$ cat src/hw/rtl/slps_pkg.sv
package slps_pkg;

    // Build-time options
    localparam int MODE_COUNT = 18;
    localparam logic INVERT_LEVELS = 1'b0;

    typedef logic [4:0]  mode_t;
    typedef logic [2:0]  step_t;
    typedef logic [1:0]  rep_t;
    typedef logic [15:0] dur_t;
    typedef logic [2:0]  rgb_t;   // red, green, blue
    typedef logic [9:0]  color_cfg_t;

    localparam int   CFG_IDX_W = 3;
    localparam int   CFG_DATA_W = 16;
    localparam dur_t WIN_MAX = 16'hFFFF;
    localparam rep_t REP_LAST = 2'd2;

    // Mode codes
    localparam mode_t MODE_OFF       = 5'd0;
    localparam mode_t MODE_BUSY      = 5'd1;
    localparam mode_t MODE_NORM_S_A  = 5'd2;
    localparam mode_t MODE_NORM_S_B  = 5'd3;
    localparam mode_t MODE_NORM_P_A  = 5'd4;
    localparam mode_t MODE_INT_S     = 5'd5;
    localparam mode_t MODE_INT_L3    = 5'd6;
    localparam mode_t MODE_ERR_L3    = 5'd7;
    localparam mode_t MODE_ERR_S3X3  = 5'd8;
    localparam mode_t MODE_ERR_L2X3  = 5'd9;
    localparam mode_t MODE_ERR_SLS   = 5'd10;
    localparam mode_t MODE_INT_P     = 5'd11;
    localparam mode_t MODE_INT_S2    = 5'd12;
    localparam mode_t MODE_INT_L2    = 5'd13;
    localparam mode_t MODE_NORM_P_B  = 5'd14;
    localparam mode_t MODE_DEPLOY    = 5'd15;
    localparam mode_t MODE_MEAS_S    = 5'd16;
    localparam mode_t MODE_MEAS_L2   = 5'd17;
    localparam mode_t MODE_LAST      = MODE_MEAS_L2;

    typedef enum logic [2:0] {
        CFG_COLOR   = 3'd0,
        CFG_VARIANT = 3'd1,
        CFG_SHORT   = 3'd2,
        CFG_LONG    = 3'd3,
        CFG_GAP     = 3'd4,
        CFG_PERM    = 3'd5,
        CFG_PAUSE   = 3'd6,
        CFG_WINDOW  = 3'd7
    } cfg_idx_t;

    typedef enum logic [1:0] {
        CLS_OFF  = 2'd0,
        CLS_NORM = 2'd1,
        CLS_INT  = 2'd2,
        CLS_ERR  = 2'd3
    } cls_t;

    typedef enum logic [2:0] {
        DUR_S = 3'd0,
        DUR_L = 3'd1,
        DUR_G = 3'd2,
        DUR_P = 3'd3,
        DUR_Z = 3'd4
    } dur_kind_t;

    typedef struct packed {
        cls_t      cls;
        dur_kind_t dur;
    } seg_t;

    localparam rgb_t RGB_OFF    = 3'b000;
    localparam rgb_t RGB_RED    = 3'b100;
    localparam rgb_t RGB_GREEN  = 3'b010;
    localparam rgb_t RGB_YELLOW = 3'b110;

    typedef struct packed {
        rgb_t norm_rgb;
        rgb_t int_rgb;
        rgb_t err_rgb;
        logic rgb_variant;
        dur_t short_ms;
        dur_t long_ms;
        dur_t letter_gap_ms;
        dur_t permanent_ms;
        dur_t pause_ms;
        dur_t window_ms;
    } cfg_t;

    localparam cfg_t CFG_RESET = '{
        norm_rgb:      RGB_GREEN,
        int_rgb:       RGB_YELLOW,
        err_rgb:       RGB_RED,
        rgb_variant:   1'b0,
        short_ms:      16'd200,
        long_ms:       16'd600,
        letter_gap_ms: 16'd200,
        permanent_ms:  16'd2000,
        pause_ms:      16'd800,
        window_ms:     16'd60000
    };

    typedef struct packed {
        logic  req_type;
        mode_t mode_request;
        logic  busy_flag;
    } item_t;

    typedef struct packed {
        logic  led_red;
        logic  led_green;
        logic  led_blue;
        logic  status_done;
        logic  sensor_start_done;
        logic  measure_led_off;
        mode_t active_mode;
    } res_t;

    function automatic logic mode_valid(mode_t m);
        return (m != MODE_OFF) && (m <= MODE_LAST) && ({1'b0, m} < 6'(MODE_COUNT));
    endfunction

    function automatic logic can_preempt(mode_t m);
        return (m == MODE_BUSY) || (m == MODE_NORM_S_A) || (m == MODE_NORM_S_B)
            || (m == MODE_NORM_P_A) || (m == MODE_NORM_P_B) || (m == MODE_DEPLOY)
            || (m == MODE_MEAS_S) || (m == MODE_MEAS_L2);
    endfunction

    function automatic logic signals_status(mode_t m);
        return (m == MODE_BUSY) || ((m >= MODE_ERR_S3X3) && (m <= MODE_NORM_P_B));
    endfunction

    function automatic step_t seg_count(mode_t m);
        step_t n;
        unique case (m)
            MODE_BUSY, MODE_ERR_L2X3, MODE_INT_S2, MODE_INT_L2, MODE_MEAS_L2: n = 3'd4;
            MODE_INT_L3, MODE_ERR_L3, MODE_ERR_S3X3, MODE_ERR_SLS:           n = 3'd6;
            MODE_NORM_S_A, MODE_NORM_S_B, MODE_NORM_P_A, MODE_INT_S,
            MODE_INT_P, MODE_NORM_P_B, MODE_DEPLOY, MODE_MEAS_S:             n = 3'd2;
            default:                                                         n = 3'd0;
        endcase
        return n;
    endfunction

    function automatic cls_t on_class(mode_t m);
        cls_t c;
        unique case (m)
            MODE_BUSY, MODE_INT_S, MODE_INT_L3, MODE_INT_P,
            MODE_INT_S2, MODE_INT_L2:                                c = CLS_INT;
            MODE_ERR_L3, MODE_ERR_S3X3, MODE_ERR_L2X3, MODE_ERR_SLS: c = CLS_ERR;
            default:                                                 c = CLS_NORM;
        endcase
        return c;
    endfunction

    function automatic dur_kind_t on_dur(mode_t m, step_t s);
        dur_kind_t d;
        unique case (m)
            MODE_BUSY:                    d = (s == 3'd0) ? DUR_L : DUR_S;
            MODE_ERR_SLS:                 d = (s == 3'd2) ? DUR_L : DUR_S;
            MODE_INT_L3, MODE_ERR_L3, MODE_ERR_L2X3,
            MODE_INT_L2, MODE_MEAS_L2:    d = DUR_L;
            MODE_NORM_P_A, MODE_INT_P,
            MODE_NORM_P_B:                d = DUR_P;
            default:                      d = DUR_S;
        endcase
        return d;
    endfunction

    // Odd steps are dark; the closing dark step is a pause except in the
    // deployment and measurement modes (MODE_DEPLOY and up), which close on a gap.
    function automatic seg_t seg_of(mode_t m, step_t s);
        seg_t seg;
        if (s[0])
        begin
            seg.cls = CLS_OFF;
            if ((s == seg_count(m) - 3'd1) && (m < MODE_DEPLOY))
                seg.dur = DUR_Z;
            else
                seg.dur = DUR_G;
        end
        else
        begin
            seg.cls = on_class(m);
            seg.dur = on_dur(m, s);
        end
        return seg;
    endfunction

    // Color code digit to RGB; unused codes take the class fallback
    function automatic rgb_t code_rgb(logic [3:0] code, rgb_t fallback);
        rgb_t c;
        unique case (code)
            4'd1:    c = 3'b100;
            4'd2:    c = 3'b010;
            4'd3:    c = 3'b110;
            4'd4:    c = 3'b001;
            4'd5:    c = 3'b101;
            4'd6:    c = 3'b011;
            4'd7:    c = 3'b111;
            default: c = fallback;
        endcase
        return c;
    endfunction

endpackage

$ cat src/hw/rtl/slps_if.sv
interface slps_in_if;
    import slps_pkg::*;

    logic  valid;
    logic  ready;
    logic  req_type;
    mode_t mode_request;
    logic  busy_flag;

    modport source (output valid, output req_type, output mode_request,
                    output busy_flag, input ready);
    modport sink   (input valid, input req_type, input mode_request,
                    input busy_flag, output ready);
endinterface

interface slps_out_if;
    import slps_pkg::*;

    logic  valid;
    logic  ready;
    logic  led_red;
    logic  led_green;
    logic  led_blue;
    logic  status_done;
    logic  sensor_start_done;
    logic  measure_led_off;
    mode_t active_mode;

    modport source (output valid, output led_red, output led_green, output led_blue,
                    output status_done, output sensor_start_done,
                    output measure_led_off, output active_mode, input ready);
    modport sink   (input valid, input led_red, input led_green, input led_blue,
                    input status_done, input sensor_start_done,
                    input measure_led_off, input active_mode, output ready);
endinterface

$ cat src/hw/rtl/slps_cfg_regs.sv
module slps_cfg_regs (
    input  logic                                  clk,
    input  logic                                  rst_n,
    input  logic                                  cfg_we,
    input  logic [slps_pkg::CFG_IDX_W-1:0]        cfg_index,
    input  logic [slps_pkg::CFG_DATA_W-1:0]       cfg_wdata,
    output slps_pkg::cfg_t                        cfg
);
    import slps_pkg::*;

    cfg_t cfg_reg;
    cfg_t cfg_next;

    color_cfg_t  color_val;
    logic [3:0]  hund_cnt;
    logic [3:0]  tens_cnt;
    logic [9:0]  below_hund;
    logic [3:0]  hund_dig;
    logic [3:0]  tens_dig;
    logic [3:0]  unit_dig;
    dur_t        dur_val;

    // Split the color word into decimal digits with parallel threshold compares
    always_comb
    begin
        color_val = cfg_wdata[9:0];
        hund_cnt = '0;
        for (int k = 1; k <= 10; k++)
        begin
            if (color_val >= 10'(100 * k))
                hund_cnt = hund_cnt + 4'd1;
        end
        hund_dig = (hund_cnt == 4'd10) ? 4'd0 : hund_cnt;
        below_hund = color_val - (10'(hund_cnt) * 10'd100);
        tens_cnt = '0;
        for (int k = 1; k <= 9; k++)
        begin
            if (below_hund >= 10'(10 * k))
                tens_cnt = tens_cnt + 4'd1;
        end
        tens_dig = tens_cnt;
        unit_dig = 4'(below_hund - (10'(tens_cnt) * 10'd10));
    end

    // Zero length acts as one tick
    assign dur_val = (cfg_wdata == '0) ? 16'd1 : cfg_wdata;

    always_comb
    begin
        cfg_next = cfg_reg;
        if (cfg_we)
        begin
            unique case (cfg_idx_t'(cfg_index))
                CFG_COLOR:
                begin
                    cfg_next.norm_rgb = code_rgb(hund_dig, RGB_GREEN);
                    cfg_next.int_rgb  = code_rgb(tens_dig, RGB_YELLOW);
                    cfg_next.err_rgb  = code_rgb(unit_dig, RGB_RED);
                end
                CFG_VARIANT: cfg_next.rgb_variant   = cfg_wdata[0];
                CFG_SHORT:   cfg_next.short_ms      = dur_val;
                CFG_LONG:    cfg_next.long_ms       = dur_val;
                CFG_GAP:     cfg_next.letter_gap_ms = dur_val;
                CFG_PERM:    cfg_next.permanent_ms  = dur_val;
                CFG_PAUSE:   cfg_next.pause_ms      = dur_val;
                CFG_WINDOW:  cfg_next.window_ms     = dur_val;
            endcase
        end
    end

    always_ff @(posedge clk or negedge rst_n)
    begin
        if (!rst_n)
            cfg_reg <= CFG_RESET;
        else
            cfg_reg <= cfg_next;
    end

    assign cfg = cfg_reg;

endmodule

$ cat src/hw/rtl/slps_seq_core.sv
module slps_seq_core (
    input  logic            clk,
    input  logic            rst_n,
    input  logic            adv,
    input  slps_pkg::item_t item,
    input  slps_pkg::cfg_t  cfg,
    output slps_pkg::res_t  res
);
    import slps_pkg::*;

    mode_t mode_reg,  mode_next;
    step_t step_reg,  step_next;
    rep_t  rep_reg,   rep_next;
    dur_t  rem_reg,   rem_next;
    dur_t  win_reg,   win_next;
    mode_t pend_reg,  pend_next;
    logic  pendv_reg, pendv_next;
    rgb_t  led_reg,   led_next;
    logic  sdone_reg, sdone_next;
    logic  moff_reg,  moff_next;
    logic  pulse;

    step_t step_inc;
    dur_t  win_inc;
    seg_t  seg_step;
    seg_t  seg_first;
    seg_t  seg_start;
    logic  start_en;
    mode_t start_m;
    logic  fin;

    function automatic rgb_t class_rgb(cls_t c, cfg_t k);
        rgb_t v;
        unique case (c)
            CLS_NORM: v = k.norm_rgb;
            CLS_INT:  v = k.int_rgb;
            CLS_ERR:  v = k.err_rgb;
            default:  v = RGB_OFF;
        endcase
        return v;
    endfunction

    function automatic dur_t dur_of(dur_kind_t d, cfg_t k);
        dur_t v;
        unique case (d)
            DUR_S:   v = k.short_ms;
            DUR_L:   v = k.long_ms;
            DUR_G:   v = k.letter_gap_ms;
            DUR_P:   v = k.permanent_ms;
            default: v = k.pause_ms;
        endcase
        return v;
    endfunction

    assign step_inc  = step_reg + 3'd1;
    assign win_inc   = (win_reg != WIN_MAX) ? win_reg + 16'd1 : win_reg;
    assign seg_step  = seg_of(mode_reg, step_inc);
    assign seg_first = seg_of(mode_reg, 3'd0);
    assign seg_start = seg_of(start_m, 3'd0);

    always_comb
    begin
        mode_next  = mode_reg;
        step_next  = step_reg;
        rep_next   = rep_reg;
        rem_next   = rem_reg;
        win_next   = win_reg;
        pend_next  = pend_reg;
        pendv_next = pendv_reg;
        led_next   = led_reg;
        sdone_next = sdone_reg;
        moff_next  = moff_reg;
        pulse      = 1'b0;
        start_en   = 1'b0;
        start_m    = item.mode_request;
        fin        = 1'b0;

        if (item.req_type)
        begin
            if (mode_reg == MODE_OFF)
                start_en = 1'b1;
            else if (can_preempt(mode_reg))
            begin
                // drop the playing mode; no completion pulse
                if (mode_reg == MODE_DEPLOY)
                    sdone_next = 1'b1;
                led_next  = RGB_OFF;
                mode_next = MODE_OFF;
                start_en  = 1'b1;
            end
            else
            begin
                pend_next  = item.mode_request;
                pendv_next = 1'b1;
            end
        end
        else if (mode_reg != MODE_OFF)
        begin
            if (mode_reg == MODE_DEPLOY)
                win_next = win_inc;
            if (rem_reg > 16'd1)
                rem_next = rem_reg - 16'd1;
            else
            begin
                rem_next = '0;
                if (step_inc < seg_count(mode_reg))
                begin
                    step_next = step_inc;
                    led_next  = class_rgb(seg_step.cls, cfg);
                    rem_next  = dur_of(seg_step.dur, cfg);
                end
                else
                begin
                    step_next = '0;
                    fin = 1'b1;
                    if (mode_reg == MODE_BUSY)
                        fin = !item.busy_flag;
                    else if ((mode_reg == MODE_ERR_S3X3) || (mode_reg == MODE_ERR_L2X3))
                    begin
                        if (rep_reg != REP_LAST)
                        begin
                            rep_next = rep_reg + 2'd1;
                            fin = 1'b0;
                        end
                        else
                            rep_next = '0;
                    end
                    else if (mode_reg == MODE_DEPLOY)
                        fin = !(win_inc < cfg.window_ms);

                    if (!fin)
                    begin
                        led_next = class_rgb(seg_first.cls, cfg);
                        rem_next = dur_of(seg_first.dur, cfg);
                    end
                    else
                    begin
                        led_next  = RGB_OFF;
                        pulse     = signals_status(mode_reg);
                        if (mode_reg == MODE_DEPLOY)
                            sdone_next = 1'b1;
                        if ((mode_reg == MODE_MEAS_S) || (mode_reg == MODE_MEAS_L2))
                            moff_next = 1'b1;
                        mode_next = MODE_OFF;
                        if (pendv_reg)
                        begin
                            pendv_next = 1'b0;
                            start_en   = 1'b1;
                            start_m    = pend_reg;
                        end
                    end
                end
            end
        end

        if (start_en)
        begin
            if (!mode_valid(start_m))
            begin
                mode_next = MODE_OFF;
                led_next  = RGB_OFF;
            end
            else
            begin
                mode_next = start_m;
                step_next = '0;
                rep_next  = '0;
                win_next  = '0;
                if (start_m == MODE_DEPLOY)
                    sdone_next = 1'b0;
                if ((start_m == MODE_MEAS_S) || (start_m == MODE_MEAS_L2))
                    moff_next = 1'b0;
                led_next = class_rgb(seg_start.cls, cfg);
                rem_next = dur_of(seg_start.dur, cfg);
            end
        end
    end

    always_comb
    begin
        res.led_red   = (cfg.rgb_variant ? led_next[2] : (|led_next)) ^ INVERT_LEVELS;
        res.led_green = (cfg.rgb_variant & led_next[1]) ^ INVERT_LEVELS;
        res.led_blue  = (cfg.rgb_variant & led_next[0]) ^ INVERT_LEVELS;
        res.status_done       = pulse;
        res.sensor_start_done = sdone_next;
        res.measure_led_off   = moff_next;
        res.active_mode       = mode_next;
    end

    always_ff @(posedge clk or negedge rst_n)
    begin
        if (!rst_n)
        begin
            mode_reg  <= MODE_OFF;
            step_reg  <= '0;
            rep_reg   <= '0;
            rem_reg   <= '0;
            win_reg   <= '0;
            pend_reg  <= MODE_OFF;
            pendv_reg <= 1'b0;
            led_reg   <= RGB_OFF;
            sdone_reg <= 1'b0;
            moff_reg  <= 1'b1;
        end
        else if (adv)
        begin
            mode_reg  <= mode_next;
            step_reg  <= step_next;
            rep_reg   <= rep_next;
            rem_reg   <= rem_next;
            win_reg   <= win_next;
            pend_reg  <= pend_next;
            pendv_reg <= pendv_next;
            led_reg   <= led_next;
            sdone_reg <= sdone_next;
            moff_reg  <= moff_next;
        end
    end

    // A queued request only exists behind a mode that cannot be dropped
    a_pend_owner: assert property (@(posedge clk) disable iff (!rst_n)
        pendv_reg |-> ((mode_reg != MODE_OFF) && !can_preempt(mode_reg)))
        else $error("pending request without a non-preemptible mode");

    // A playing mode always has at least one tick left in its segment
    a_rem_live: assert property (@(posedge clk) disable iff (!rst_n)
        (mode_reg != MODE_OFF) |-> (rem_reg != '0))
        else $error("playing mode with empty segment timer");

    a_step_range: assert property (@(posedge clk) disable iff (!rst_n)
        (mode_reg != MODE_OFF) |-> (step_reg < seg_count(mode_reg)))
        else $error("segment index beyond pattern length");

    a_rep_owner: assert property (@(posedge clk) disable iff (!rst_n)
        (rep_reg != '0) |-> ((mode_reg == MODE_ERR_S3X3) || (mode_reg == MODE_ERR_L2X3)))
        else $error("repeat count set outside the repeating error modes");

    a_led_idle: assert property (@(posedge clk) disable iff (!rst_n)
        (mode_reg == MODE_OFF) |-> (led_reg == RGB_OFF))
        else $error("LED lit while idle");

endmodule

$ cat src/hw/rtl/status_led_pattern_sequencer.sv
// Status LED pattern sequencer.
//
// item channel: one beat is either a 1 ms tick (req_type 0, busy_flag sampled
// at the end of each round of the busy mode) or a mode request (req_type 1,
// mode_request 0 for off, 1..17 for a pattern).
// result channel: exactly one beat per item beat, carrying the RGB pin levels,
// the completion pulse, the sensor_start_done and measure_led_off flags and the mode now playing.
// Configuration: cfg_we writes cfg_wdata into register cfg_index
// (color word, variant, five segment lengths, blink window). Write only while
// no item is in flight.
//
// From item accept to result valid, an item passes the item register, then the
// sequencer next-state logic into the result register. Throughput is one item
// per cycle while the result receiver is ready; the segment lookup and timer
// update finish in one pass. When the result receiver stalls, the result register
// holds and the item register fills; item.ready drops only when both are occupied.
// Reset clears the sequencer to idle with LEDs off, sensor_start_done low,
// measure_led_off high, and loads the default segment lengths.
module status_led_pattern_sequencer (
    input  logic                              clk,
    input  logic                              rst_n,
    slps_in_if.sink                           item,
    slps_out_if.source                        result,
    input  logic                              cfg_we,
    input  logic [slps_pkg::CFG_IDX_W-1:0]    cfg_index,
    input  logic [slps_pkg::CFG_DATA_W-1:0]   cfg_wdata
);
    import slps_pkg::*;

    cfg_t  cfg;
    item_t item_reg;
    logic  item_valid_reg;
    logic  item_valid_next;
    res_t  res_reg;
    res_t  res;
    logic  out_valid_reg;
    logic  out_valid_next;
    logic  in_fire;
    logic  adv;

    slps_cfg_regs u_cfg (
        .clk       (clk),
        .rst_n     (rst_n),
        .cfg_we    (cfg_we),
        .cfg_index (cfg_index),
        .cfg_wdata (cfg_wdata),
        .cfg       (cfg)
    );

    // Advance the held item whenever the result register is free or draining
    assign adv = item_valid_reg && (!out_valid_reg || result.ready);
    assign item.ready = !item_valid_reg || adv;
    assign in_fire = item.valid && item.ready;

    assign item_valid_next = in_fire || (item_valid_reg && !adv);
    assign out_valid_next  = adv || (out_valid_reg && !result.ready);

    slps_seq_core u_core (
        .clk   (clk),
        .rst_n (rst_n),
        .adv   (adv),
        .item  (item_reg),
        .cfg   (cfg),
        .res   (res)
    );

    always_ff @(posedge clk or negedge rst_n)
    begin
        if (!rst_n)
        begin
            item_valid_reg <= 1'b0;
            out_valid_reg  <= 1'b0;
        end
        else
        begin
            item_valid_reg <= item_valid_next;
            out_valid_reg  <= out_valid_next;
        end
    end

    // Payload registers: item captured on accept, result on advance, hold otherwise
    always_ff @(posedge clk)
    begin
        if (in_fire)
        begin
            item_reg.req_type     <= item.req_type;
            item_reg.mode_request <= item.mode_request;
            item_reg.busy_flag    <= item.busy_flag;
        end
        if (adv)
            res_reg <= res;
    end

    assign result.valid             = out_valid_reg;
    assign result.led_red           = res_reg.led_red;
    assign result.led_green         = res_reg.led_green;
    assign result.led_blue          = res_reg.led_blue;
    assign result.status_done       = res_reg.status_done;
    assign result.sensor_start_done = res_reg.sensor_start_done;
    assign result.measure_led_off   = res_reg.measure_led_off;
    assign result.active_mode       = res_reg.active_mode;

    // The core only steps with a held item, and never into a full result slot
    a_adv_src: assert property (@(posedge clk) disable iff (!rst_n)
        adv |-> (item_valid_reg && (!out_valid_reg || result.ready)))
        else $error("sequencer stepped without a free result slot");

    // Every advanced item shows up as a result beat on the next cycle
    a_adv_result: assert property (@(posedge clk) disable iff (!rst_n)
        adv |=> out_valid_reg)
        else $error("advanced item produced no result beat");

    // A stalled result keeps the held item in the item register
    a_no_drop: assert property (@(posedge clk) disable iff (!rst_n)
        (item_valid_reg && !adv) |=> item_valid_reg)
        else $error("held item lost while stalled");

endmodule
$ cat src/flat_wrapper.sv
// flat-port wrapper written by rule: the top's interface ports become plain ports
module status_led_pattern_sequencer_flat import slps_pkg::*;
  (clk, rst_n, cfg_we, cfg_index, cfg_wdata, item_valid, item_req_type, item_mode_request, item_busy_flag, item_ready, result_valid, result_led_red, result_led_green, result_led_blue, result_status_done, result_sensor_start_done, result_measure_led_off, result_active_mode, result_ready);
  slps_in_if item_i ();
  slps_out_if result_i ();
  input  logic clk;
  input  logic rst_n;
  input  logic cfg_we;
  input  logic [slps_pkg::CFG_IDX_W-1:0] cfg_index;
  input  logic [slps_pkg::CFG_DATA_W-1:0] cfg_wdata;
  input wire logic [$bits(item_i.valid)-1:0] item_valid;
  input wire logic [$bits(item_i.req_type)-1:0] item_req_type;
  input wire logic [$bits(item_i.mode_request)-1:0] item_mode_request;
  input wire logic [$bits(item_i.busy_flag)-1:0] item_busy_flag;
  output wire logic [$bits(item_i.ready)-1:0] item_ready;
  output wire logic [$bits(result_i.valid)-1:0] result_valid;
  output wire logic [$bits(result_i.led_red)-1:0] result_led_red;
  output wire logic [$bits(result_i.led_green)-1:0] result_led_green;
  output wire logic [$bits(result_i.led_blue)-1:0] result_led_blue;
  output wire logic [$bits(result_i.status_done)-1:0] result_status_done;
  output wire logic [$bits(result_i.sensor_start_done)-1:0] result_sensor_start_done;
  output wire logic [$bits(result_i.measure_led_off)-1:0] result_measure_led_off;
  output wire logic [$bits(result_i.active_mode)-1:0] result_active_mode;
  input wire logic [$bits(result_i.ready)-1:0] result_ready;
  assign item_i.valid = item_valid;
  assign item_i.req_type = item_req_type;
  assign item_i.mode_request = item_mode_request;
  assign item_i.busy_flag = item_busy_flag;
  assign item_ready = item_i.ready;
  assign result_valid = result_i.valid;
  assign result_led_red = result_i.led_red;
  assign result_led_green = result_i.led_green;
  assign result_led_blue = result_i.led_blue;
  assign result_status_done = result_i.status_done;
  assign result_sensor_start_done = result_i.sensor_start_done;
  assign result_measure_led_off = result_i.measure_led_off;
  assign result_active_mode = result_i.active_mode;
  assign result_i.ready = result_ready;
  status_led_pattern_sequencer u_core (.clk(clk), .rst_n(rst_n), .item(item_i), .result(result_i), .cfg_we(cfg_we), .cfg_index(cfg_index), .cfg_wdata(cfg_wdata));
endmodule
$ cat config.mk
export PLATFORM = sky130hd
export DESIGN_NAME = status_led_pattern_sequencer_flat
export DESIGN_NICKNAME = d
export VERILOG_FILES = /design/src/hw/rtl/slps_pkg.sv /design/src/hw/rtl/slps_if.sv /design/src/hw/rtl/slps_cfg_regs.sv /design/src/hw/rtl/slps_seq_core.sv /design/src/hw/rtl/status_led_pattern_sequencer.sv /design/src/flat_wrapper.sv
export SDC_FILE = /design/constraint.sdc
export NUM_CORES = 1
export LEC_CHECK = 0
export ABC_AREA = 0
export BUFFER_PORTS_ARGS = -buffer_cell sky130_fd_sc_hd__buf_4
export CORE_UTILIZATION = 35
export DETAILED_ROUTE_END_ITERATION = 10
export SLEW_MARGIN = 25
export SYNTH_ARGS = -nofsm -noshare
export SYNTH_HDL_FRONTEND = slang
export SYNTH_SLANG_ARGS = --single-unit
$ cat constraint.sdc
create_clock -name clk -period 6.1 [get_ports clk]
set_input_delay 0.61 -clock clk [delete_from_list [all_inputs] [get_ports clk]]
set_output_delay 0.61 -clock clk [all_outputs]
set_load 0.01 [all_outputs]
Word level (Yosys, flattened, before mapping)
Memory sizes are Yosys's and may differ from the RTL's.
Cells that the tools add are included.
- register bits: 179
- memory bits (read-only): 352
- input port bits: 31
- logic and storage cells: 360
- memories: 7
- $add $sub $neg: 24
- multipliers: 2
- magnitude comparators: 27
- equality and inequality tests: 70
- multiplexer cells: 138
- bitwise operators: 6
- reductions and logical operators: 54
- memory list (name ; words ; width ; read ports ; clocked after Yosys merged registers in ; write ports ; RTL line ; source):
    (no name shown) ; 32 ; 2 ; 1 ; 0 ; 0 ; slps_pkg.sv:134 ; unique case (m)
    (no name shown) ; 32 ; 2 ; 1 ; 0 ; 0 ; slps_pkg.sv:157 ; unique case (m)
    (no name shown) ; 32 ; 2 ; 1 ; 0 ; 0 ; slps_pkg.sv:157 ;
    (no name shown) ; 32 ; 2 ; 1 ; 0 ; 0 ; slps_pkg.sv:134 ;
    (no name shown) ; 16 ; 2 ; 1 ; 0 ; 0 ; slps_pkg.sv:146 ; unique case (m)
    (no name shown) ; 16 ; 2 ; 1 ; 0 ; 0 ; slps_pkg.sv:146 ;
    1 more memories ; -- ; -- ; -- ; -- ; -- ; -- ;
- operators with widths (cell ; count):
    16-bit two-way mux ; 14
    16-bit one-hot mux with 4 select lines ; 3
    5-bit two-way mux ; 16
    4-bit two-way mux ; 18
    4-bit by 1-bit adder with 4-bit output (second input constant) ; 17
    3-bit two-way mux ; 20
    3-bit one-hot mux with 6 select lines ; 3
    10-bit >= comparator (second input constant) ; 5
    4-bit by 3-bit equality test with 1-bit output (second input constant) ; 12
    1-bit two-way mux ; 48
    5-bit by 4-bit equality test with 1-bit output (second input constant) ; 8
    10-bit by 7-bit >= comparator with 1-bit output (second input constant) ; 4
    10-bit by 6-bit >= comparator with 1-bit output (second input constant) ; 3
    10-bit by 9-bit >= comparator with 1-bit output (second input constant) ; 3
    3-bit by 2-bit equality test with 1-bit output (second input constant) ; 9
    3-bit one-hot mux with 3 select lines ; 3
    2-bit two-way mux ; 12
    5-bit equality test (second input constant) ; 4
    10-bit by 5-bit >= comparator with 1-bit output (second input constant) ; 2
    16-bit by 1-bit adder with 16-bit output (second input constant) ; 1
    4-bit by 2-bit equality test with 1-bit output (second input constant) ; 4
    16-bit by 1-bit > comparator with 1-bit output (second input constant) ; 1
    16-bit logical NOT ; 1
    16-bit < comparator ; 1
    other kinds (44) ; 109

Longest topological paths before layout
Gate-level depths: netlist (run 1).
- depth in word-level cells: 44
- mapped depth: 64
- depth with buffers taken out: 63

Cells and area by module
A second synthesis (run 1) with hierarchy kept.
- cell total of the unflattened synthesis: 1421
- area total of the unflattened synthesis: 13364.1 um2
- by module, submodules not included (module ; times used ; cells each ; area each (um2) ; sequential area each (um2)):
    slps_seq_core ; 1 ; 800 ; 6421.2 ; 1327.5
    slps_cfg_regs ; 1 ; 595 ; 6298.5 ; 2690.1
    status_led_pattern_sequencer ; 1 ; 26 ; 644.4 ; 590.6

Worst setup path after synthesis (run 1)
OpenSTA, ideal clock, no wires.
- path type: input to register
- from: input port cfg_wdata[3] (netlist bit)
- to: register u_core.u_cfg.cfg_reg (netlist bit u_core.u_cfg.cfg[99])
- library setup time: 84 ps
- data arrival time: 13515 ps
- data required time: 6016 ps
- setup slack: -7499 ps
- stages on the path: 61
- cell sequence: clkbuf_1 o311ai_0 nand2_1 inv_1 ha_1 xnor2_1 ha_1 nand2_1 o311ai_0 ha_1 nor2_1 nor2_1 ha_1 nand2_1 nand2_1 ha_1 nor2_1 a31oi_1 [25 not listed] mux2_2 ha_1 inv_1 a21oi_1 ha_1 mux2_2 ha_1 nand2_1 nand2_1 ha_1 mux2_2 a31oi_1 fa_1 xnor2_1 xnor2_1 xnor2_1 nand2_1 o32a_1
- longest elaborated chain between the ends: 44
- elaborated cells on any way between the ends: 66
- those cells by class: add/sub (19); mul (2); order compare (19); eq/ne (6); mux (20)
- RTL lines (element ; RTL line ; source):
    from (decl) ; flat_wrapper.sv:10 ; input logic [slps_pkg::CFG_DATA_W-1:0] cfg_wdata;
    10-bit by 7-bit >= comparator with 1-bit output ; slps_cfg_regs.sv:30 ; if (color_val >= 10'(100 * k))
    1-bit two-way mux ; slps_cfg_regs.sv:30 ;
    4-bit by 1-bit adder with 4-bit output ; slps_cfg_regs.sv:31 ; hund_cnt = hund_cnt + 4'd1;
    4-bit two-way mux ; slps_cfg_regs.sv:30 ;
    4-bit by 1-bit adder with 4-bit output ; slps_cfg_regs.sv:31 ;
    4-bit two-way mux ; slps_cfg_regs.sv:30 ;
    4-bit by 1-bit adder with 4-bit output ; slps_cfg_regs.sv:31 ;
    4-bit two-way mux ; slps_cfg_regs.sv:30 ;
    [28 not listed] ; -- ;
    4-bit by 1-bit adder with 4-bit output ; slps_cfg_regs.sv:39 ; tens_cnt = tens_cnt + 4'd1;
    4-bit two-way mux ; slps_cfg_regs.sv:38 ; if (below_hund >= 10'(10 * k))
    4-bit by 1-bit adder with 4-bit output ; slps_cfg_regs.sv:39 ;
    4-bit two-way mux ; slps_cfg_regs.sv:38 ;
    4-bit by 3-bit multiplier with 3-bit output ; slps_cfg_regs.sv:42 ; unit_dig = 4'(below_hund - (10'(tens_cnt) * 10'd10));
    4-bit subtractor (*) ; slps_cfg_regs.sv:42 ;
    4-bit by 3-bit equality test with 1-bit output / 4-bit by 2-bit equality test with 1-bit output (equally long branches) ; slps_pkg.sv:192 ; unique case (code)
    3-bit one-hot mux with 6 select lines (*) ; slps_pkg.sv:192 ;
    to (signal assigned) ; slps_cfg_regs.sv:76 ; cfg_reg <= cfg_next;
    to (decl) ; slps_cfg_regs.sv:11 ; cfg_t cfg_reg;
Mark *: on every way between the ends. The rest lies on a longest branch, timed or not.
A chain may end at the register's enable or synchronous reset.

Final worst setup path (run 1)
Same ends and word-level chain as after synthesis.

==> results.md, run 1 <==
* Status: complete, but fails checks
* Failing checks: setup timing
* Worst Path Required at 6.47 ns
* CP Data Arrival Time at 12.09 ns
* Crit end category: flip-flop
* Core Area at 0.0376 sq mm
* Synth Warn # at 0
* DP Cell Count at 2094
* Slew headroom at 0.389
* Vias per inst at 5.55
* RSZ-0062 raised after global routing: yes
* Crit Path Max Fanout at 4
* Worst path max stage delay at 0.33 ns
* Commonest non-fill, non-tap cell in the layout: buf_4
* Hold WC Path Type: input pin to async pin
* Period utilisation layout at 1.92
* Post-Route WL at 39100 um
* Deepest clock path buffer count at 2
* Clk Latency, worst-skew pair at 0.45 ns
* Synth Cell Area at 0.0134 sq mm
* DRT iter0 DRCs at 765
* Pre-Repair DR Iteration Count at 5
* Gr busiest metal: met2
* Detailed placement HPWL at 28100 um
* Synth Net Count at 1536
* Yosys cell types at 94
* Initial core utilization at 0.355
* Max reg flops at 106
* Layout cells sized above 1 at 0.318
* CTS root buf: clkbuf_16
* GR Util met1 at 0.263
* Slew @ Worst Pin at 0.909 ns
* Yosys reg bits at 179
* Vias in the first global route at 11800
* Startpoint types: input pin
* Worst Clk Skew at 0.0189 ns
* Fraction of synthesis flops using an asynchronous set or reset pin at 0.899
* Die Span X at 197 um
* Post-synthesis cell count at 1433
* Final core occ at 0.447
* PnR worst setup slack at -5.63 ns
* Avg Inst Size Synth at 9.32 sq um
* Inserted Clock Buffers at 17
* DRC violations left at 0
* H-tree depth at 4
* Vias at 12000
* Most frequent cells in the layout: buf_4, nand2_1, dfrtp_1
* Hold Buf Count CTS at 0
* First-pass GRT wire length at 62900 um
* Max_cap viols at 0
* Die Ht at 197 um
* CTS clock-pin slew for the worst setup and hold paths at 0.07 ns
* Global Route met2 Usage at 0.349
* Routed Antenna Nets at 0
* Max frequency at 85.3 MHz
* Fin crit period at 11.73 ns
* Final hold viol count at 0
* Setup CP Type: input pin to flip-flop
* Largest net degree at the start of global routing at 60
* Top FF cell, synth: dfrtp_1
* Gr usage total at 0.204
* # diodes at 0
* FILL cells at 3573
* Slowest-stage cell, CP: fa_2
* Count of input and output buffers at 43
* GRT overflow at 0
* Io pins at 44
* Post-Layout Cell Count at 2157
* # rows at 71
* Most frequent CP cell: ha_4
* Number of flops mapped to enable cells by yosys at 18
* Initial antenna violation count at 0
* M3 GR Usage at 0.0268
* Nets@finish at 1736
* Routed len/inst at 18.1 um
* Final setup fails at 6
* Placer Congestion at 0.912
* CTS tree: built
* CTS sink cnt at 179
* Die footprint at 0.0390 sq mm
* Register area share after synthesis at 0.345
* P&R area growth vs syn at 25.7%
* Pins Over Slew Limit at 0
worst max-delay path, delay by kind of cell:
kind	cells	cell delay, ns
XOR/XNOR	6	0.86
buffers and inverters	7	0.53
multiplexers	6	1.55
AND/OR/NAND/NOR	13	1.20
AO/OA/AOI/OAI	12	2.37
adder cells (fa/ha/maj)	20	5.01
cells in the mapped netlist (7+ instances only):
| library cell | number | area [sq um] |
|---|---|---|
| o21ai_1 | 14 | 70.1 |
| a21o_1 | 13 | 97.6 |
| a21oi_1 | 84 | 420 |
| nand2b_1 | 12 | 75.1 |
| dfrtp_1 | 130 | 3250 |
| and2_1 | 7 | 43.8 |
| a32oi_1 | 10 | 87.6 |
| mux2_2 | 97 | 1090 |
| nor2_1 | 114 | 428 |
| ha_1 | 69 | 863 |
| mux2i_1 | 60 | 601 |
| dfstp_2 | 31 | 815 |
| edfxtp_1 | 18 | 541 |
| inv_1 | 62 | 233 |
| clkbuf_1 | 65 | 244 |
| a311oi_1 | 14 | 123 |
| nor3_1 | 24 | 120 |
| o21a_1 | 9 | 67.6 |
| mux4_2 | 17 | 383 |
| buf_2 | 7 | 35.0 |
| or3_1 | 10 | 62.6 |
| nand3_1 | 36 | 180 |
| nor2b_1 | 18 | 113 |
| nand2_1 | 139 | 522 |
| a22o_1 | 18 | 158 |
| a31oi_1 | 16 | 100 |
| and3_1 | 10 | 62.6 |
| xnor2_1 | 38 | 333 |
| a211oi_1 | 15 | 113 |
| o21ai_0 | 104 | 521 |
| xor2_1 | 21 | 184 |
| nand4_1 | 15 | 93.8 |
| a22oi_1 | 8 | 60.1 |
logic make-up (layout without fill, tap and decap cells):
family | Yosys count | count (layout) | share of synthesized area
buffers and inverters | 140 | 353 | 0.0422
AO/OA/AOI/OAI | 381 | 381 | 0.189
flip-flops | 179 | 179 | 0.345
multiplexers | 175 | 175 | 0.157
adder cells (fa/ha/maj) | 72 | 72 | 0.0691
XOR/XNOR | 64 | 64 | 0.0472
AND/OR/NAND/NOR | 422 | 422 | 0.151
timing repair:
item                                    CTS  global route
buffers inserted                         23             9
gates resized for setup                  29            35
endpoints found under the setup margin    7            58
pin swaps                                28            14
metal layers:
layer | vias to the layer above | wire length, um
met5 | - | 0
met4 | 0 | 930
met3 | 56 | 1480
met2 | 309 | 19100
met1 | 5896 | 17600
li1 | 5704 | -
layout make-up:
cell class,count,area [sq um],share of cell area
tap,511,639,0.0381
multi-input combinational,1114,8690,0.517
clock inverter,12,141,0.00842
timing repair buffer,258,2010,0.120
clock buffer,20,467,0.0278
sequential,179,4610,0.274
inverter,63,236,0.0141
worst paths after layout:
kind                                                from                         to  slack [ns]  cells past startpoint
max in group asynchronous                          rst_n  u_core.u_core.step_reg[1]        4.78                      2
worst min register to register      u_core.u_cfg.cfg[16]       u_core.u_cfg.cfg[16]        0.49                      2
worst max-delay path                        cfg_wdata[3]       u_core.u_cfg.cfg[99]       -5.63                     64
worst max register to register  u_core.u_core.win_reg[0]  u_core.u_core.rem_reg[12]        0.43                     26
min in group clk                    item_mode_request[4]         u_core.item_reg[5]        0.34                      1
worst min-delay path                               rst_n  u_core.u_core.win_reg[12]        0.13                      1
stage by stage:
step	setup slack [ns]	hold WS (ns)	setup TNS [ns]	area, sq um
after floorplan	-6.30	0.314	-34.93	13600
after global routing	-6.14	0.179	-35.89	16800
after detailed placement	-6.47	0.469	-36.96	15700
after global placement	-6.09	0.461	-34.45	15700
final	-5.63	0.134	-32.75	16800
after CTS	-5.67	0.161	-32.74	16600
Power of run 1 is not shown: default switching activity piles up to over one toggle a cycle in this logic, so the estimate is an artifact.
==> run 2: changes to the inputs <==
Settings changed: CORE_MARGIN set to 5.
==> run 2 against run 1 <==
The flow still finishes with violations (setup timing). Cell count up 2.3%. Clock skew down 0.0062 ns. Maximum frequency down 2.1%. Via count up 2.1%. Worst setup slack worse by 0.25 ns. Critical path type unchanged. Highest routed layer unchanged.
==> results.md, run 2 (synthesis results as in run 1) <==
* Slew @ Worst Pin at 0.871 ns (was 0.909 ns)
* FILL cells at 3599 (was 3573)
* Failing checks: setup timing (unchanged)
* PnR worst setup slack at -5.88 ns (was -5.63 ns)
* Hold Buf Count CTS at 0 (unchanged)
* Period utilisation layout at 1.96 (was 1.92)
* Pins Over Slew Limit at 0 (unchanged)
* Deepest clock path buffer count at 2 (unchanged)
* CTS root buf: clkbuf_16 (unchanged)
* Max_cap viols at 0 (unchanged)
* Inserted Clock Buffers at 17 (unchanged)
* Hold WC Path Type: input pin to async pin (unchanged)
* Count of input and output buffers at 43 (unchanged)
* Crit Path Max Fanout at 3 (was 4)
* Setup CP Type: input pin to flip-flop (unchanged)
* # diodes at 0 (unchanged)
* Nets@finish at 1785 (was 1736)
* Die Span X at 205 um (was 197 um)
* DP Cell Count at 2115 (was 2094)
* Slowest-stage cell, CP: fa_2 (unchanged)
* Reg area at 0.00461 sq mm (about the same)
* Post-Layout Cell Count at 2206 (was 2157)
* DRT iter0 DRCs at 905 (was 765)
* Final hold slack at 0.215 ns (was 0.134 ns)
* Slew headroom at 0.414 (was 0.389)
* Final setup fails at 6 (unchanged)
* Top delay family on crit path: adder cells (unchanged)
* Fin crit period at 11.98 ns (was 11.73 ns)
* Final hold viol count at 0 (unchanged)
* RSZ-0062 raised after global routing: yes (unchanged)
* CP Data Arrival Time at 12.34 ns (was 12.09 ns)
* Routed len/inst at 18.3 um (was 18.1 um)
* Status: complete, but fails checks (unchanged)
* Io pins at 44 (unchanged)
* Post-Route WL at 40300 um (was 39100 um)
* DRC violations left at 0 (unchanged)
* Placer Congestion at 0.897 (was 0.912)
* Fin Setup TNS at -34.29 ns (was -32.75 ns)
* Commonest non-fill, non-tap cell in the layout: buf_4 (unchanged)
* Vias at 12200 (was 12000)
* Layout cells sized above 1 at 0.345 (was 0.318)
* Initial antenna violation count at 2 (was 0)
* P&R area growth vs syn at 29.6% (was 25.7%)
* Routed Antenna Nets at 0 (unchanged)
* # rows at 71 (unchanged)
* Gr usage total at 0.191 (was 0.204)
* CTS sink cnt at 179 (unchanged)
* Most frequent CP cell: ha_4 (unchanged)
* Clk Latency, worst-skew pair at 0.44 ns (was 0.45 ns)
* CTS tree: built (unchanged)
* CTS clock-pin slew for the worst setup and hold paths at 0.07 ns (about the same)
* Crit end category: flip-flop (unchanged)
* GRT overflow at 0 (unchanged)
* Detailed placement HPWL at 28100 um (about the same)
* Die footprint at 0.0422 sq mm (was 0.0390 sq mm)
* Max reg flops at 106 (unchanged)
* Vias in the first global route at 12100 (was 11800)
* Worst Path Required at 6.46 ns (was 6.47 ns)
* Multi-input gate area at 0.00878 sq mm (was 0.00869 sq mm)
* Worst Clk Skew at 0.0127 ns (was 0.0189 ns)
* Max frequency at 83.5 MHz (was 85.3 MHz)
* Initial core utilization at 0.355 (about the same)
* First-pass GRT wire length at 65000 um (was 62900 um)
* Worst path max stage delay at 0.35 ns (was 0.33 ns)
* Die Ht at 205 um (was 197 um)
* Pre-Repair DR Iteration Count at 5 (unchanged)
* H-tree depth at 4 (unchanged)
* Most frequent cells in the layout: buf_4, nand2_1, dfrtp_1 (unchanged)
* CP Buf/Inv Count at 4 (was 7)
* Placed inst area at 0.0158 sq mm (was 0.0157 sq mm)
* Vias per inst at 5.54 (was 5.55)
* Largest net degree at the start of global routing at 101 (was 60)
* Startpoint types: input pin (unchanged)
* Core Area at 0.0377 sq mm (was 0.0376 sq mm)
* Fin area at 0.0173 sq mm (was 0.0168 sq mm)
[run 2: cell count changes in the layout (fill, tap and decap cells not counted), sizes merged]
cell,previous run,this run
clkbuf,20,18
buf,258,306
inv,67,69
clkinvlp,1,2
[run 2: area by class of cell]
| type | count | area share |
|---|---|---|
| Clock buffer | 17 | 0.0246 |
| Clock inverter | 15 | 0.0111 |
| Inverter | 63 | 0.0137 |
| Multi-Input combinational cell | 1114 | 0.507 |
| Sequential cell | 179 | 0.266 |
| Tap cell | 511 | 0.0369 |
| Timing Repair Buffer | 307 | 0.140 |
[run 2: stage by stage]
stage / util / setup WS (ns)
finish: 0.459 / -5.88
global route: 0.459 / -6.35
CTS: 0.452 / -5.59
detailed placement: 0.421 / -6.36
global placement: 0.420 / -6.05
floorplan: - / -6.30
[run 2: path summary, 6_finish.rpt]
kind | endpoint | slack [ns] | cells after the start | start
worst max-delay path | u_core.u_cfg.cfg[99] | -5.88 | 60 | cfg_wdata[3]
worst min-delay path | u_core.u_core.win_reg[13] | 0.21 | 1 | rst_n
worst max register to register | u_core.result.led_red | 0.43 | 30 | u_core.u_core.win_reg[9]
worst min register to register | u_core.u_cfg.cfg[16] | 0.49 | 2 | u_core.u_cfg.cfg[16]
max in group asynchronous | u_core.u_core.pend_reg[0] | 4.54 | 2 | rst_n
min in group clk | u_core.item_reg[3] | 0.35 | 1 | item_mode_request[2]
[run 2: metal layers]
| metal | wire [um] | GRT usage | vias up |
|---|---|---|---|
| met4 | 986 | 0.0598 | 0 |
| met2 | 19600 | 0.324 | 357 |
| met1 | 17500 | 0.248 | 5999 |
| met3 | 2160 | 0.0334 | 72 |
| met5 | 0 | 0 | - |
| li1 | - | - | 5783 |
[run 2: what timing repair did]
action	4_1_cts	5_1_grt
resized for setup	35	54
pin swaps	31	34
cloned	0	0
buffers inserted	53	10
setup endpoints to repair	6	52
Power of run 2 is left out for the same reason.
